**src/hdl/mdss_pkg.sv**
```systemverilog
// Shared types, constants and the ID ROM of the multidrop serial slave.
// No dependencies; used by mdss_addr_fold and multidrop_serial_slave_unit.
`timescale 1ns / 1ps

package mdss_pkg;

  // Default sizes of the byte store, its wrap point and the ID ROM.
  localparam int unsigned STORE_DEPTH_DEF = 1024;
  localparam int unsigned MEM_END_DEF     = 1023;
  localparam int unsigned ID_LEN_DEF      = 25;

  // Width of the buffer address (high byte and low byte).
  localparam int unsigned PTR_W = 16;

  // Command codes received while selected.
  localparam logic [7:0] CMD_DESELECT = 8'hFF;
  localparam logic [7:0] CMD_ID_START = 8'hFE;
  localparam logic [7:0] CMD_ID_NEXT  = 8'hFD;
  localparam logic [7:0] CMD_ADDR_SET = 8'hFC;
  localparam logic [7:0] CMD_BOOT_IN  = 8'hFB;
  localparam logic [7:0] CMD_BOOT_OUT = 8'hFA;
  localparam logic [7:0] CMD_BUF_READ = 8'h01;
  localparam logic [7:0] CMD_BUF_WRITE = 8'h02;

  // Reply codes.
  localparam logic [7:0] REPLY_ACK = 8'hA5;
  localparam logic [7:0] REPLY_NAK = 8'h00;

  // Handshake between the sequencer and the address fold pipeline.
  typedef struct packed {
    logic busy;
    logic ptr_load;
    logic idx_load;
  } fold_ctl_t;

  // Identification ROM; entries past the programmed length read as zero.
  function automatic logic [7:0] id_rom_byte(input logic [4:0] addr);
    logic [7:0] b;
    unique case (addr)
      5'd0:  b = 8'h10;
      5'd1:  b = 8'h00;
      5'd2:  b = 8'h1d;
      5'd3:  b = 8'h01;
      5'd4:  b = 8'h03;
      5'd5:  b = 8'h0a;
      5'd6:  b = 8'h41;
      5'd7:  b = 8'h56;
      5'd8:  b = 8'h52;
      5'd9:  b = 8'h2d;
      5'd10: b = 8'h41;
      5'd11: b = 8'h20;
      5'd12: b = 8'h42;
      5'd13: b = 8'h4f;
      5'd14: b = 8'h4f;
      5'd15: b = 8'h54;
      5'd16: b = 8'h08;
      5'd17: b = 8'h54;
      5'd18: b = 8'h68;
      5'd19: b = 8'h6f;
      5'd20: b = 8'h6d;
      5'd21: b = 8'h70;
      5'd22: b = 8'h73;
      5'd23: b = 8'h6f;
      5'd24: b = 8'h6e;
      default: b = 8'h00;
    endcase
    return b;
  endfunction

endpackage

```
**src/hdl/mdss_addr_fold.sv**
```systemverilog
// Address fold pipeline: reduces a raw 16-bit buffer address by the wrap point
// and derives the store index from it. Depends on mdss_pkg.
`timescale 1ns / 1ps

module mdss_addr_fold #(
  parameter int unsigned STORE_DEPTH = mdss_pkg::STORE_DEPTH_DEF,
  parameter int unsigned MEM_END     = mdss_pkg::MEM_END_DEF,
  localparam int unsigned IDX_W      = $clog2(STORE_DEPTH)
) (
  input  logic                          clk,
  input  logic                          rst,
  input  logic                          start,
  input  logic [mdss_pkg::PTR_W-1:0]    addr_raw,
  output mdss_pkg::fold_ctl_t           ctl,
  output logic [mdss_pkg::PTR_W-1:0]    ptr,
  output logic [IDX_W-1:0]              idx
);

  // Reciprocals scaled by 2^32; exact quotients for every 16-bit dividend.
  localparam logic [31:0] END_RECIP   = 32'(((64'd1 << 32) / MEM_END) + 64'd1);
  localparam logic [31:0] DEPTH_RECIP = 32'(((64'd1 << 32) / STORE_DEPTH) + 64'd1);

  logic                       v1, v2, v3;
  logic [mdss_pkg::PTR_W-1:0] a1, x1, q1;
  logic                       need1;
  logic [mdss_pkg::PTR_W-1:0] ptr2, ptr3, q2;

  logic [mdss_pkg::PTR_W-1:0] x0;
  logic [47:0]                prod1, prod2;
  logic [31:0]                back1, back2, diff2;
  logic [mdss_pkg::PTR_W-1:0] r1;

  // First stage: quotient of (address - 1) by the wrap point.
  assign x0    = addr_raw - mdss_pkg::PTR_W'(1);
  assign prod1 = 48'(x0) * 48'(END_RECIP);

  // Second stage: past the wrap point, remainder plus one is the folded pointer.
  assign back1 = 32'(q1) * 32'(MEM_END);
  assign r1    = x1 - back1[mdss_pkg::PTR_W-1:0];
  assign ptr   = need1 ? (r1 + mdss_pkg::PTR_W'(1)) : a1;

  // Third and fourth stages: pointer modulo the store depth.
  assign prod2 = 48'(ptr2) * 48'(DEPTH_RECIP);
  assign back2 = 32'(q2) * 32'(STORE_DEPTH);
  assign diff2 = 32'(ptr3) - back2;
  assign idx   = diff2[IDX_W-1:0];

  assign ctl.busy     = v1 | v2 | v3;
  assign ctl.ptr_load = v1;
  assign ctl.idx_load = v3;

  // Pipeline registers.
  always_ff @(posedge clk) begin
    if (rst) begin
      v1 <= 1'b0;
      v2 <= 1'b0;
      v3 <= 1'b0;
    end else begin
      v1 <= start;
      v2 <= v1;
      v3 <= v2;
    end
    a1    <= addr_raw;
    x1    <= x0;
    q1    <= prod1[47:32];
    need1 <= 32'(addr_raw) > MEM_END;
    ptr2  <= ptr;
    ptr3  <= ptr2;
    q2    <= prod2[47:32];
  end

  // The folded pointer never passes the wrap point.
  a_ptr_range: assert property (@(posedge clk) disable iff (rst)
    ctl.ptr_load |-> (32'(ptr) <= MEM_END))
    else $error("folded pointer beyond wrap point");

  // The index fits the store.
  a_idx_range: assert property (@(posedge clk) disable iff (rst)
    ctl.idx_load |-> (32'(diff2) < STORE_DEPTH))
    else $error("store index out of range");

  // A new fold never starts while one is in flight.
  a_no_overlap: assert property (@(posedge clk) disable iff (rst)
    start |-> !ctl.busy)
    else $error("address fold restarted while busy");

endmodule

```
**config.mk**
```make
export PLATFORM = sky130hd
export DESIGN_NAME = mdss_addr_fold
export DESIGN_NICKNAME = d
export VERILOG_FILES = /design/src/hdl/mdss_pkg.sv /design/src/hdl/mdss_addr_fold.sv
export SDC_FILE = /design/constraint.sdc
export NUM_CORES = 1
export LEC_CHECK = 0
export BUFFER_PORTS_ARGS = -buffer_cell sky130_fd_sc_hd__buf_2
export CAP_MARGIN = 10
export CORE_UTILIZATION = 45
export CTS_BUF_LIST = sky130_fd_sc_hd__clkbuf_4 sky130_fd_sc_hd__clkbuf_8
export CTS_CLUSTER_SIZE = 20
export DETAILED_ROUTE_END_ITERATION = 16
export GPL_TIMING_DRIVEN = 0
export HOLD_SLACK_MARGIN = 0.15
export RECOVER_POWER = 50
export SLEW_MARGIN = 20
export SYNTH_ARGS = -nofsm -noshare
export SYNTH_HDL_FRONTEND = slang
export SYNTH_SLANG_ARGS = --single-unit
export TNS_END_PERCENT = 20
```
**constraint.sdc**
```tcl
create_clock -name clk -period 12.4 [get_ports clk]
set_input_delay 0 -clock clk [delete_from_list [all_inputs] [get_ports clk]]
set_output_delay 0 -clock clk [all_outputs]
set_load 0.03 [all_outputs]
```
==> metrics.md, run 1 <==
| Metric | Value |
|---|---|
| Status | complete, but fails checks |
| Failing checks | design-rule violations |
| Commonest non-fill, non-tap cells in the layout | 128 x ha_1, 103 x inv_1, 63 x dfxtp_1 |
| Drt first pass iters | 10 |
| Drt initial violations | around 170 |
| Worst skew pair latency | approximately 0.35 ns |
| # DRC | 2 |
| Final setup fails | 0 |
| Root buffer cell | clkbuf_8 |
| P&R area growth vs syn | 14.3% |
| Core Region | ~12,000 um2 |
| Largest net degree at the start of global routing | 14 |
| Clock slew at reported path FFs | approximately 0.08 ns |
| DR vias | between 3,000 and 4,000 |
| Final Hold Viols | 0 |
| Remaining antenna violation count after routing | 0 |
| Async SR Flop Fraction | 0% |
| DR vias/cell | about 4.9 |
| Fraction of layout instances using a drive strength above 1 | around 11% |
| Crit start category | input pin |
| Utilization after layout | between 50% and 60% |
| CP required | roughly 13 ns |
| Post-Route WL | 10.6 mm |
| Final Skew | approximately 0.009 ns |
| Period utilisation layout | between 40% and 50% |
| Vias in the first global route | about 3,800 |
| Pre-CTS WS | 6.64 ns |
| CP Class | in2reg |
| CTS HTree Levels | 3 |
| Wire per inst | 14.4 um |
| Crit path DAT | a little over 6 ns |
| Crit Path Max Fanout | 7 |
| Final Worst Setup Slack | 6.38 ns |
| Seq cells post-synth | between 60 and 70 |
| Die width | between 100 and 150 um |
| IO buf count | 47 |
| Setup TNS | 0 ns |
| Fin cells | 738 |
| Initial Util | between 40% and 50% |
| Leakage dissipation | roughly 3.2 nW |
| Die area | 12,600 um2 |
| EDFF count, synth | 0 |
| Seq/Total Area, Yosys | 23.1% |
| Synth unique cells | between 50 and 60 |
| Yosys top cell by area | ha_1 |
| Layout Nets | about 790 |
| Placed insts | between 700 and 800 |
| IO Pins | between 40 and 50 |
| Die Ht | about 110 um |
| Slew headroom | 56.6% |
| Count of final max-slew check failures | 0 |
| First-pass GRT wire length | 17.8 mm |
| Grt ovf | 0 |
| Worst vdd ir | between 0.0001 and 0.00015 V |
| Endpoint class of the critical path | flop |
| TritonCTS Buffers | 9 |
| Total track usage | 18.6% |
| Site row count | 39 |
| Post-CTS Hold Buffers | 18 |
| Synthesized area per cell | between 10 and 15 um2 |
| Diodes inserted | 0 |
| Commonest non-fill, non-tap cell in the layout | ha_1 |
| Post-CTS Setup Bufs | 0 |
| Cell Pwr Density | ~270 nW/um2 |
| Routability cong. | ~0.83 |
| Synth Warn # | 0 |
| Post-synth top area share | 29.3% |
| Placed wire-length estimate | between 8 and 9 mm |
| Top cells by area, synth | ha_1 29%, dfxtp_1 23%, fa_1 18%, inv_1 7.1%, xnor2_1 2.7% |
| Netlist Area Pre-Place | between 5000 and 6000 um2 |
| Syn Inst Count | about 510 |
| Net Count, Synth | just over 700 |
| Min Tclk post-route | around 6.0 ns |
| HP Class | reg2reg |
| Initial antenna violation count | 0 |
| Dominant synthesized flop cell | dfxtp_1 |
| CTS tree | done |
| Maxcap violations | 0 |
| Post-cts repair resize count | 0 |
| Clk buf depth | 2 |
| Unrepaired setup endpoints after global routing | no |
| Peak Freq | 166 MHz |
| CTS sink cnt | between 60 and 70 |
| Slew @ Worst Pin | 0.651 ns |
report_power, final:
group / switching [mW] / internal [mW]
clock network: 0.0904 / 0.116
logic: 0.734 / 0.472
registers: 0.0107 / 0.247
total: 0.835 / 0.834
final timing paths:
check | start | end | slack, ns | cells past startpoint
min | ptr2[3]$_DFF_P_ | ptr3[3]$_DFF_P_ | 0.33 | 0
max | addr_raw[5] | q1[1]$_DFF_P_ | 6.38 | 22
max reg2reg | q1[4]$_DFF_P_ | ptr2[9]$_DFF_P_ | 7.66 | 13
min reg2reg | ptr2[3]$_DFF_P_ | ptr3[3]$_DFF_P_ | 0.33 | 0
worst max-delay path, stage by stage:
cell and delay (ns):
dlygate4sd3_1 0.53, clkbuf_1 0.18, or4_4 0.58, or2_4 0.28
nand2b_4 0.18, nor3_2 0.12, xor2_1 0.54, ha_1 0.34
ha_1 0.28, inv_1 0.05, fa_1 0.51, inv_1 0.05
ha_1 0.29, ha_1 0.30, ha_1 0.32, a21o_1 0.19
a211o_1 0.28, o221a_2 0.23, o311ai_1 0.47, a21oi_4 0.17
and2_1 0.18, xor2_1 0.16
metrics by stage:
stage               total power, mW  hold slack [ns]  cell area [um2]
floorplan                      1.21           0.0277             5470
finish                         1.67            0.332             6260
CTS                            1.69            0.304             6290
global placement               1.45            0.152             5890
detailed placement             1.47            0.151             5890
global route                   1.83            0.341             6260
layout make-up:
class,count,area (um2)
buffer,5,27.5
fill,1088,5360
clock buffer,9,124
timing repair buffer,65,379
tap,143,179
sequential,63,1260
inverter,103,387
clock inverter,7,103
multi-input combinational,343,3800
cell families (layout without fill, tap and decap cells):
kind of cell / Yosys count / count (layout) / share of synthesized area, %
compound gates: 42 / 42 / 5.40
fa+ha+maj: 176 / 176 / 46.8
mux: 15 / 15 / 3.02
simple gates: 78 / 78 / 8.53
buf+inv: 108 / 189 / 7.57
xor+xnor: 32 / 32 / 5.60
flops: 63 / 63 / 23.1
synth_stat cells, types with 2 or more instances:
cell type and n:
nand3b_1 4, or4_4 2, nor3_1 3, nor2_1 13
mux2i_1 3, nand4_1 5, a21o_1 4, or3_1 2
o21ai_0 5, o21a_1 5, xnor2_1 17, ha_1 128
dfxtp_1 63, nor3_2 3, fa_1 48, inv_1 103
nand2_1 15, nand3_1 8, or4_1 2, buf_1 2
nor2_2 2, xor2_1 13, mux2_2 12, a21oi_1 13
nor2b_1 7, buf_4 2, nor4_1 3
routing by layer:
layer	routed length [um]	GRT usage, %	share of wire (%)	vias to the layer above
met2	5410	33.6	51	43
met1	4760	22.0	45	1743
met3	236	3.46	2.2	10
met4	190	6.76	1.8	0
li1	-	-	-	1847
met5	0	0	0	-
registers in the layout, indices dropped and copies added (netlist names):
| register | cells |
|---|---|
| q1 | 7 |
| x1 | 16 |
| v3 | 1 |
| a1 | 16 |
| v2 | 1 |
| ptr2 | 10 |
| need1 | 1 |
| v1 | 1 |
| ptr3 | 10 |
Power figures use the tool's default switching activity.
==> inputs of run 2 (changes only) <==
==> constraint.sdc (replaced) <==
create_clock -name clk -period 6.3 [get_ports clk]
set_input_delay 0 -clock clk [delete_from_list [all_inputs] [get_ports clk]]
set_output_delay 0 -clock clk [all_outputs]
set_load 0.03 [all_outputs]
==> metrics.md, run 2 (synthesized netlist as in run 1, its figures left out) <==
| Metric | Value |
|---|---|
| Period utilisation layout | roughly 95% |
| Grt ovf | 0 |
| Hold_sp | ptr2[3]$_DFF_P_ |
| Reg2Reg Depth | 13 |
| Die width | ~110 um |
| Top cell by count, worst path | ha_1 |
| CP Cell Sequence | dlygate4sd3_1 -> buf_2 -> or4_4 -> or2_4 -> nand2b_4 -> nor3_2 -> xor2_1 -> ha_1 -> ha_1 -> inv_1 -> fa_1 -> inv_1 -> ha_1 -> ha_1 -> ha_1 -> a21o_1 -> a211o_1 -> o221a_2 -> o311ai_1 -> a21oi_4 -> and2_1 -> xor2_1 |
| P&R area growth vs syn | 14.4% |
| Worst vdd ir | 0.000264 V |
| CP required | around 6.5 ns |
| Hold depth | 0 |
| Setup TNS | 0 ns |
| Post-Route WL | around 11 mm |
| Commonest non-fill, non-tap cell in the layout | ha_1 |
| Root buffer cell | clkbuf_8 |
| # DRC | 2 |
| Fraction of layout instances using a drive strength above 1 | between 10% and 20% |
| Crit path largest cell delay | approximately 0.55 ns |
| Min Tclk post-route | roughly 6 ns |
| CP top delay family | adder cells |
| Initial Util | a little under half |
| Hold endpoint | ptr3[3]$_DFF_P_ |
| Post-CTS Setup Bufs | 0 |
| Commonest non-fill, non-tap cells in the layout | 128 x ha_1, 103 x inv_1, 63 x dfxtp_1 |
| Vias in the first global route | ~3,800 |
| CTS tree | done |
| Status | complete, but fails checks |
| Clk buf depth | 2 |
| Crit path DAT | between 6 and 7 ns |
| TritonCTS Buffers | 9 |
| Count of final max-slew check failures | 0 |
| Site row count | 39 |
| Clock slew at reported path FFs | around 0.080 ns |
| Worst skew pair latency | about 0.35 ns |
| Total track usage | approximately a fifth |
| Core Region | 11,600 um2 |
| Peak Freq | around 170 MHz |
| DR vias | 3,643 |
| IO buf count | 47 |
| Maxcap violations | 0 |
| Slew @ Worst Pin | 0.651 ns |
| Unrepaired setup endpoints after global routing | no |
| Endpoint class of the critical path | flop |
| Fill cells | 1,086 |
| Crit. Startpoint | addr_raw[5] |
| Fin cells | 738 |
| Drt initial violations | between 150 and 200 |
| CP Class | in2reg |
| Flip-flop and latch area | approximately 1300 um2 |
| CTS sink cnt | 63 |
| Leakage dissipation | roughly 3.2 nW |
| IO Pins | between 40 and 50 |
| Initial antenna violation count | 0 |
| Failing checks | design-rule violations |
| Slew headroom | 56.6% |
| Reg2reg start | q1[4]$_DFF_P_ |
| Die Ht | 112 um |
| Die area | roughly 13,000 um2 |
| Wire per inst | 14.4 um |
| First-pass GRT wire length | ~18 mm |
| DR vias/cell | 4.94 |
| Drt first pass iters | 10 |
| FF-to-FF setup slack | about 1.6 ns |
| Largest net degree at the start of global routing | 14 |
| Final setup fails | 0 |
| WP buf/inv | 4 |
| Cell Pwr Density | 525 nW/um2 |
| Largest regs | a1: 16 flops, x1: 16 flops |
| CP max stage cell | or4_4 |
| CTS HTree Levels | 3 |
| Diodes inserted | 0 |
| Final Skew | about 0.009 ns |
| Remaining antenna violation count after routing | 0 |
| Utilization after layout | around 54% |
| Crit start category | input pin |
| Final Hold Viols | 0 |
| Placed insts | roughly 700 |
| Crit Path Max Fanout | 7 |
| Reg2reg end | ptr2[9]$_DFF_P_ |
| HP Class | reg2reg |
| Layout Nets | 785 |
| Placed wire-length estimate | roughly 9 mm |
| Routability cong. | 0.831 |
| Combined area of the multi-input logic cells | around 3800 um2 |
[run 2: changes by cell type in the layout (fill, tap and decap cells not counted)]
cell,previous run,this run
clkbuf_1,30,28
buf_2,19,21
[run 2: final cells by class]
cell class              instances  share of cell area [%]
flip-flops and latches         63                    20.2
plain buffers                   5                   0.440
multi-input cells             343                    60.7
clock inverters                 7                    1.64
well taps                     143                    2.86
repair buffers                 65                    6.10
inverters                     103                    6.18
clock buffers                   9                    1.98
[run 2: where the power goes]
part / internal [mW] / switching, mW / leakage [nW] / total [mW]
registers: 0.485 / 0.0210 / 0.530 / 0.506
logic: 0.928 / 1.45 / 2.55 / 2.37
clock network: 0.227 / 0.178 / 0.111 / 0.406
total: 1.64 / 1.64 / 3.19 / 3.29
[run 2: worst max path at each step]
stage	endpoint	slack, ns	depth (start not counted)
after floorplan	q1[1]$_DFF_P_	1.27	20
after global placement	q1[1]$_DFF_P_	0.59	21
after detailed placement	q1[1]$_DFF_P_	0.54	21
after CTS	q1[1]$_DFF_P_	0.35	22
after global routing	q1[1]$_DFF_P_	0.07	22
final	q1[1]$_DFF_P_	0.33	22
[run 2: through the flow]
stage / power [mW] / hold WS (ns) / setup slack, ns / cell area (um2)
floorplan: 2.38 / 0.0277 / 1.27 / 5470
global placement: 2.86 / 0.152 / 0.587 / 5890
detailed placement: 2.90 / 0.151 / 0.537 / 5890
CTS: 3.33 / 0.304 / 0.347 / 6290
global route: 3.60 / 0.341 / 0.0715 / 6260
finish: 3.29 / 0.332 / 0.327 / 6260
[run 2: per-layer routing]
metal / global-route usage [%] / vias to the layer above / part of all wire [%]
met1: 22.0 / 1742 / 45
met4: 6.76 / 0 / 1.8
met5: 0 / - / 0
li1: - / 1847 / -
met3: 3.46 / 10 / 2.3
met2: 33.6 / 44 / 51
[run 2: what timing repair did]
action | 4_1_cts | 5_1_grt
resized for setup | 0 | 0
hold buffers | 18 | 0
endpoints found under the hold margin | 36 | 0
